`src/rtl/assert_macros.svh`:
```
// assertion macros shared by the rank compression block
// relies on clk and rst_n being visible where a macro is used
`ifndef ASSERT_MACROS_SVH
`define ASSERT_MACROS_SVH
`ifndef SYNTHESIS
`define RCS_ASSERT(lbl, prop, msg) \
  lbl: assert property (@(posedge clk) disable iff (!rst_n) prop) else $error(msg);
`define RCS_ASSERT_ALWAYS(lbl, prop, msg) \
  lbl: assert property (@(posedge clk) prop) else $error(msg);
`else
`define RCS_ASSERT(lbl, prop, msg)
`define RCS_ASSERT_ALWAYS(lbl, prop, msg)
`endif
`endif

```
`src/rtl/rcs_pkg.sv`:
```
// shared types, widths and sequencer codes for rank_compress_sort_core
// no dependencies
package rcs_pkg;
  localparam int DATA_W        = 32;
  localparam int ADDR_W        = 6;
  localparam int CNT_W         = 7;
  localparam int MAX_ITEMS_DEF = 64;

  typedef logic signed [DATA_W-1:0] data_t;
  typedef logic [ADDR_W-1:0]        addr_t;
  typedef logic [CNT_W-1:0]         cnt_t;

  localparam int ST_W = 3;
  localparam logic [ST_W-1:0] ST_IDLE  = 3'd0;
  localparam logic [ST_W-1:0] ST_INS   = 3'd1;
  localparam logic [ST_W-1:0] ST_PLACE = 3'd2;
  localparam logic [ST_W-1:0] ST_RD    = 3'd3;
  localparam logic [ST_W-1:0] ST_LD    = 3'd4;
  localparam logic [ST_W-1:0] ST_SADR  = 3'd5;
  localparam logic [ST_W-1:0] ST_SCMP  = 3'd6;
  localparam logic [ST_W-1:0] ST_WAIT  = 3'd7;
endpackage

```
`src/rtl/rank_compress_sort_core.sv`:
```
// top level of the rank compression block: load sequencer, insertion walk,
// binary search and result register; depends on rcs_pkg, rcs_ram, assert_macros.svh
//
// usage
// - input channel (in_value, in_last) loads one signed element per transfer;
//   in_last closes the set; elements beyond MAX_ITEMS are discarded and flagged
// - each load inserts the element into a sorted memory, walking one entry per
//   cycle down from the top through the single read port of the sorted memory
// - after the closing transfer one result per held element comes out in
//   position order: rank tag, sorted value, sorted tag, overflow flag and a
//   done marker on the final one
// - each result reads its element and sorted entry, then runs two binary searches
//   of up to 7 probes, each probe a memory read then a compare
// - in_ready is high only while the sequencer is idle; no load is taken while
//   results are still being produced
// - a stalled receiver simply holds the result register; the sequencer waits
// - reset clears the count, the overflow flag and the sequencer; memory
//   contents stay undefined and are never used before being written
module rank_compress_sort_core #(
  parameter int MAX_ITEMS = rcs_pkg::MAX_ITEMS_DEF
) (
  input  logic           clk,
  input  logic           rst_n,
  input  logic           in_valid,
  output logic           in_ready,
  input  rcs_pkg::data_t in_value,
  input  logic           in_last,
  output logic           out_valid,
  input  logic           out_ready,
  output rcs_pkg::addr_t out_position,
  output rcs_pkg::addr_t out_rank,
  output rcs_pkg::data_t out_sorted_value,
  output rcs_pkg::addr_t out_sorted_rank,
  output logic           out_dropped,
  output logic           out_done_res
);
  import rcs_pkg::*;
`include "assert_macros.svh"

  localparam cnt_t MAX_CNT = CNT_W'(MAX_ITEMS);

  // control state
  logic [ST_W-1:0] state_r;
  cnt_t            count_r;
  logic            ovf_r;
  logic            last_r;
  addr_t           j_r;
  addr_t           k_r;
  logic            which_r;

  // payload
  data_t            val_r;
  data_t            target_r;
  data_t            sval_r;
  logic signed [7:0] lo_r;
  logic signed [7:0] hi_r;
  addr_t            mid_r;
  addr_t            rank_r;
  addr_t            srank_r;

  // memory ports
  logic  s_we;
  addr_t s_waddr;
  data_t s_wdata;
  addr_t s_raddr;
  data_t s_rdata;
  logic  e_we;
  data_t e_rdata;

  logic              in_xfer;
  logic              out_xfer;
  logic              room;
  logic signed [7:0] mid_sum;
  addr_t             mid_c;
  logic              probe_ok;
  logic              shift_c;
  logic signed [7:0] hi_init;

  assign in_ready  = (state_r == ST_IDLE);
  assign out_valid = (state_r == ST_WAIT);
  assign in_xfer   = in_valid && in_ready;
  assign out_xfer  = out_valid && out_ready;
  assign room      = (count_r < MAX_CNT);
  assign mid_sum   = lo_r + hi_r;
  assign mid_c     = mid_sum[6:1];
  assign probe_ok  = (lo_r <= hi_r);
  assign shift_c   = (val_r < s_rdata);
  assign hi_init   = $signed({1'b0, count_r}) - 8'sd1;

  assign out_position     = k_r;
  assign out_rank         = rank_r;
  assign out_sorted_value = sval_r;
  assign out_sorted_rank  = srank_r;
  assign out_dropped      = ovf_r;
  assign out_done_res     = ({1'b0, k_r} == count_r - 7'd1);

  // element store written in arrival order
  assign e_we = in_xfer && room;

  // sorted store: shift entries up during the walk, then drop the value in; also the read address per state
  always_comb begin
    s_we    = 1'b0;
    s_waddr = j_r;
    s_wdata = val_r;
    s_raddr = k_r;
    unique case (state_r)
      ST_IDLE: begin
        s_raddr = count_r[ADDR_W-1:0] - 6'd1;
      end
      ST_INS: begin
        s_we    = shift_c;
        s_wdata = s_rdata;
        s_raddr = j_r - 6'd2;
      end
      ST_PLACE: begin
        s_we = 1'b1;
      end
      ST_SADR: begin
        s_raddr = mid_c;
      end
      default: begin
        s_raddr = k_r;
      end
    endcase
  end

  rcs_ram #(.DEPTH(MAX_ITEMS)) u_elem_ram (
    .clk   (clk),
    .we    (e_we),
    .waddr (count_r[ADDR_W-1:0]),
    .wdata (in_value),
    .raddr (k_r),
    .rdata (e_rdata)
  );

  rcs_ram #(.DEPTH(MAX_ITEMS)) u_sort_ram (
    .clk   (clk),
    .we    (s_we),
    .waddr (s_waddr),
    .wdata (s_wdata),
    .raddr (s_raddr),
    .rdata (s_rdata)
  );

  always_ff @(posedge clk) begin
    if (!rst_n) begin
      state_r <= ST_IDLE;
      count_r <= '0;
      ovf_r   <= 1'b0;
      last_r  <= 1'b0;
      j_r     <= '0;
      k_r     <= '0;
      which_r <= 1'b0;
    end else begin
      unique case (state_r)
        ST_IDLE: begin
          if (in_xfer) begin
            val_r  <= in_value;
            last_r <= in_last;
            k_r    <= '0;
            j_r    <= count_r[ADDR_W-1:0];
            if (room) begin
              // empty store goes straight to placement
              state_r <= (count_r == '0) ? ST_PLACE : ST_INS;
            end else begin
              ovf_r   <= 1'b1;
              state_r <= in_last ? ST_RD : ST_IDLE;
            end
          end
        end
        ST_INS: begin
          if (shift_c) begin
            j_r <= j_r - 6'd1;
            if (j_r == 6'd1) begin
              state_r <= ST_PLACE;
            end
          end else begin
            state_r <= ST_PLACE;
          end
        end
        ST_PLACE: begin
          count_r <= count_r + 7'd1;
          state_r <= last_r ? ST_RD : ST_IDLE;
        end
        ST_RD: begin
          state_r <= ST_LD;
        end
        ST_LD: begin
          sval_r   <= s_rdata;
          target_r <= e_rdata;
          lo_r     <= '0;
          hi_r     <= hi_init;
          which_r  <= 1'b0;
          state_r  <= ST_SADR;
        end
        ST_SADR: begin
          if (probe_ok) begin
            mid_r   <= mid_c;
            state_r <= ST_SCMP;
          end else begin
            // not found: tag zero
            if (!which_r) begin
              rank_r   <= '0;
              target_r <= sval_r;
              which_r  <= 1'b1;
              lo_r     <= '0;
              hi_r     <= hi_init;
            end else begin
              srank_r <= '0;
              state_r <= ST_WAIT;
            end
          end
        end
        ST_SCMP: begin
          if (s_rdata == target_r) begin
            if (!which_r) begin
              rank_r   <= mid_r;
              target_r <= sval_r;
              which_r  <= 1'b1;
              lo_r     <= '0;
              hi_r     <= hi_init;
              state_r  <= ST_SADR;
            end else begin
              srank_r <= mid_r;
              state_r <= ST_WAIT;
            end
          end else begin
            if (s_rdata < target_r) begin
              lo_r <= $signed({2'b00, mid_r}) + 8'sd1;
            end else begin
              hi_r <= $signed({2'b00, mid_r}) - 8'sd1;
            end
            state_r <= ST_SADR;
          end
        end
        ST_WAIT: begin
          if (out_xfer) begin
            if (out_done_res) begin
              count_r <= '0;
              ovf_r   <= 1'b0;
              state_r <= ST_IDLE;
            end else begin
              k_r     <= k_r + 6'd1;
              state_r <= ST_RD;
            end
          end
        end
        default: begin
          state_r <= ST_IDLE;
        end
      endcase
    end
  end

  `RCS_ASSERT(a_no_overlap, !(in_ready && out_valid), "load and result phases overlap")
  `RCS_ASSERT(a_count_cap, count_r <= MAX_CNT, "element count beyond capacity")
  `RCS_ASSERT(a_end_clears, out_xfer && out_done_res |=> count_r == '0 && !ovf_r, "set not cleared")
  `RCS_ASSERT(a_walk_index, state_r == ST_INS |-> j_r != '0, "insertion walk below slot zero")
endmodule

```
`src/rtl/rcs_ram.sv`:
```
// synchronous memory, one write and one read port, registered read data
// depends on rcs_pkg
module rcs_ram #(
  parameter int DEPTH = 64
) (
  input  logic          clk,
  input  logic          we,
  input  rcs_pkg::addr_t waddr,
  input  rcs_pkg::data_t wdata,
  input  rcs_pkg::addr_t raddr,
  output rcs_pkg::data_t rdata
);
  import rcs_pkg::*;

  data_t mem [DEPTH];

  always_ff @(posedge clk) begin
    if (we) begin
      mem[waddr] <= wdata;
    end
    rdata <= mem[raddr];
  end
endmodule

```
`config.mk`:
```
export PLATFORM = sky130hd
export DESIGN_NAME = rank_compress_sort_core
export DESIGN_NICKNAME = d
export VERILOG_FILES = /design/src/rtl/rcs_pkg.sv /design/src/rtl/rank_compress_sort_core.sv /design/src/rtl/rcs_ram.sv
export VERILOG_INCLUDE_DIRS = /design/src /design/src/rtl
export SDC_FILE = /design/constraint.sdc
export NUM_CORES = 2
export LEC_CHECK = 0
export BUFFER_PORTS_ARGS = -buffer_cell sky130_fd_sc_hd__buf_4
export CORE_MARGIN = 2
export CORE_UTILIZATION = 51
export CTS_CLUSTER_DIAMETER = 120
export CTS_CLUSTER_SIZE = 24
export DETAILED_ROUTE_END_ITERATION = 7
export GPL_TIMING_DRIVEN = 0
export PLACE_DENSITY = 0.66
export SETUP_SLACK_MARGIN = 0.02
export SYNTH_ARGS = -nofsm -noshare
export SYNTH_HDL_FRONTEND = slang
export SYNTH_SLANG_ARGS = --single-unit
```
`constraint.sdc`:
```
create_clock -name clk -period 9.1 [get_ports clk]
set_input_delay 1.365 -clock clk [delete_from_list [all_inputs] [get_ports clk]]
set_output_delay 1.365 -clock clk [all_outputs]
set_load 0.05 [all_outputs]
```
==> results.txt <==
vias in the first global route - 80940
Die X - 576.8 um
number of max-cap violations - 2
Crit path largest cell delay - 620 ps
final hold viol count - 0
Synth area leader - edfxtp_1
crit end category - primary output
DIE AREA - 332700 um2
Mapped Cells - 7832
outcome - complete, but fails checks
Max-slew headroom - -2.323%
share of cells above drive strength 1 - 23.80%
Max Root-Sink Buffers - 4
minimum clock period - 5705 ps
ys flop type - edfxtp_1
placed cell areas - 178100 um2
Sw Pwr - 20.24 mW
GR Util All Layers - 27.59%
Synth top area share - 75.84%
slowest CP cell - xnor2_1
Gates resized, CTS repair - 0
number of cell rows - 210
Post-synth ARST share - 0%
Vias - 83160
crit path max fanout - 10
Clock Skew - 47.47 ps
Worst-Skew Late Latency - 930 ps
Placed Cells - 12450
register area share after synthesis - 76.91%
met3 Use GR - 4.163%
I/O pins - 91
worst path buffer plus inverter count - 3
Worst EP required - 7740 ps
most frequent cells in the layout - edfxtp_1, mux4_2, nand2_1
final worst path period share - 62.70%
die height - 576.8 um
Worst Path Arrival - 4340 ps
crit-path cells - clkbuf_1 -> inv_1 -> ha_1 -> nor3b_2 -> xnor2_1 -> xor2_1 -> nand4_1 -> nor3_2 -> buf_4
Post-CTS Hold Buffers - 0
Worst VDD drop - 0.2883 mV
Syn Nets - 7960
register share of total power - 43.3%
CTS tree - done
number of synthesized flops with an enable pin - 4226
Internal - 34.61 mW
failing checks - max-capacitance violations, max-slew violations
Root Driver - clkbuf_16
measured slew at the worst slew-check pin - 1535 ps
area of the multi-input gates - 37080 um2
Clock power frac - 18.6%
RSZ-0062 raised after global routing - false
Initial Util - 51.19%
Slew Limit Fails - 21
final setup TNS - 0 ps
post-route cell area - 184000 um2
Comb power frac - 38.1%
Synth area leaders - edfxtp_1, mux4_2, nand2_1
GRT overflow - 0
Area Overhead vs Synth - 9.985%
routing usage on met2 - 44.20%
Final setup viols - 0
number of port buffers - 90
Final ANT Viol Nets - 0
Leakage - 56.35 nW
Cell variety after synth - 82
Placer Congestion - 0.9582
routing usage on met1 - 36.80%
FF+latch count, synth - 4315
syn_area_per_cell - 21.36 um2
Worst Hold Class - flop to flop
register area - 128700 um2
sw frac - 36.90%
CP Class - flop to primary output
global-route wire length before repair - 635900 um
power per cell area - 298.0 nW/um2
H-tree levels - 4
Avg WL per Cell - 35.92 um
via/cell ratio - 6.465
element type at the critical path start - flop
TritonCTS Buffers - 202
Yosys Warn Count - 0
busiest grt layer - met2
DR iter-0 viols - 12010
Finished Layout Cells - 12860
core area - 326900 um2
Clock Sinks - 4315
Final nets - 8434
clk slew on worst S/H paths - 110 ps
layout filler cell count - 24020
max frequency - 0.1753 GHz
postcts setup bufs - 0
commonest non-fill, non-tap cell in the layout - edfxtp_1
DP HPWL - 317000 um
largest net degree at the start of global routing - 66
initial antenna violation count - 76
delay-heaviest family, CP - buffers and inverters
Mapped Area - 167300 um2
TritonRoute pass-1 iters - 8
Residual DRC - 0
DRT Wirelength - 462000 um
==> tightest hold or removal path, delay by kind of cell (launching register included) <==
kind               cells  cell delay [ps]
AOI/OAI and AO/OA      1               60
and+or+nand+nor        1               60
DFF                    1              330
==> stage by stage <==
stage	setup slack (ps)	utilization, %	power (mW)	hold WS, ps
6_report	3395	56.30	54.84	489.6
5_1_grt	3198	56.28	56.20	498.5
4_1_cts	3383	56.20	54.40	496.9
3_5_place_dp	3706	54.49	44.48	457.2
3_3_place_gp	-827.6	53.06	44.06	451.4
2_1_floorplan	4310	-	35.53	408.2
==> sequential cells by signal (all words and copies together), names as in the netlist <==
signal            cells
u_sort_ram.mem     2048
state_r               3
which_r               1
u_sort_ram.rdata     32
u_elem_ram.mem     2048
out_position          6
last_r                1
out_sorted_rank       6
out_dropped           1
u_elem_ram.rdata     32
mid_r                 6
j_r                   6
lo_r                  8
out_sorted_value     32
out_rank              6
target_r             32
val_r                32
hi_r                  8
count_r               7
==> final timing paths <==
path / start / to / slack, ps / cells after the start
worst max register to register: count_r[0] / u_sort_ram.rdata[29] / 3500 / 15
worst min-delay path: last_r / last_r / 490 / 2
worst min register to register: last_r / last_r / 490 / 2
worst max-delay path: count_r[0] / out_done_res / 3390 / 9
==> kinds of logic after synthesis <==
kind of cell	share of synthesized area (%)
buf+inv	1.512
xor+xnor	0.1458
flops	76.91
compound gates	2.578
mux	15.44
simple gates	2.737
fa+ha+maj	0.6850
==> final cells by class <==
class,instances,share of cell area (%)
Sequential cell,4315,69.92
Timing Repair Buffer,270,2.392
Buffer,443,1.201
Clock buffer,289,2.994
Antenna cell,119,0.1618
Multi-Input combinational cell,2986,20.15
Inverter,88,0.1795
Clock inverter,8,0.04147
Tap cell,4346,2.955
==> power groups by stage <==
stage               Combinational (mW)  Clock (mW)  Sequential [mW]
global route                      21.5        10.9             23.8
floorplan                         11.2           0             24.3
CTS                               20.4        10.3             23.7
global placement                  19.3           0             24.8
finish                            20.9        10.2             23.7
detailed placement                20.3           0             24.2
==> Yosys cell counts (36+ instances only) <==
cell type,number
and3_1,132
mux2i_1,147
a31oi_1,39
mux4_2,1063
clkbuf_1,205
buf_4,62
a221oi_1,62
buf_2,126
mux2_2,36
ha_1,90
nor2_1,111
dfxtp_1,89
a21oi_1,199
nand2_1,552
nand3_1,79
a32oi_1,39
o21ai_0,72
edfxtp_1,4226
inv_1,88
==> routing by layer <==
metal	vias up	routed length (um)
li1	33460	-
met4	20	28900
met5	-	137
met2	4515	222900
met3	831	39480
met1	44330	170600
No activity file was read; power rests on OpenSTA's default activity.
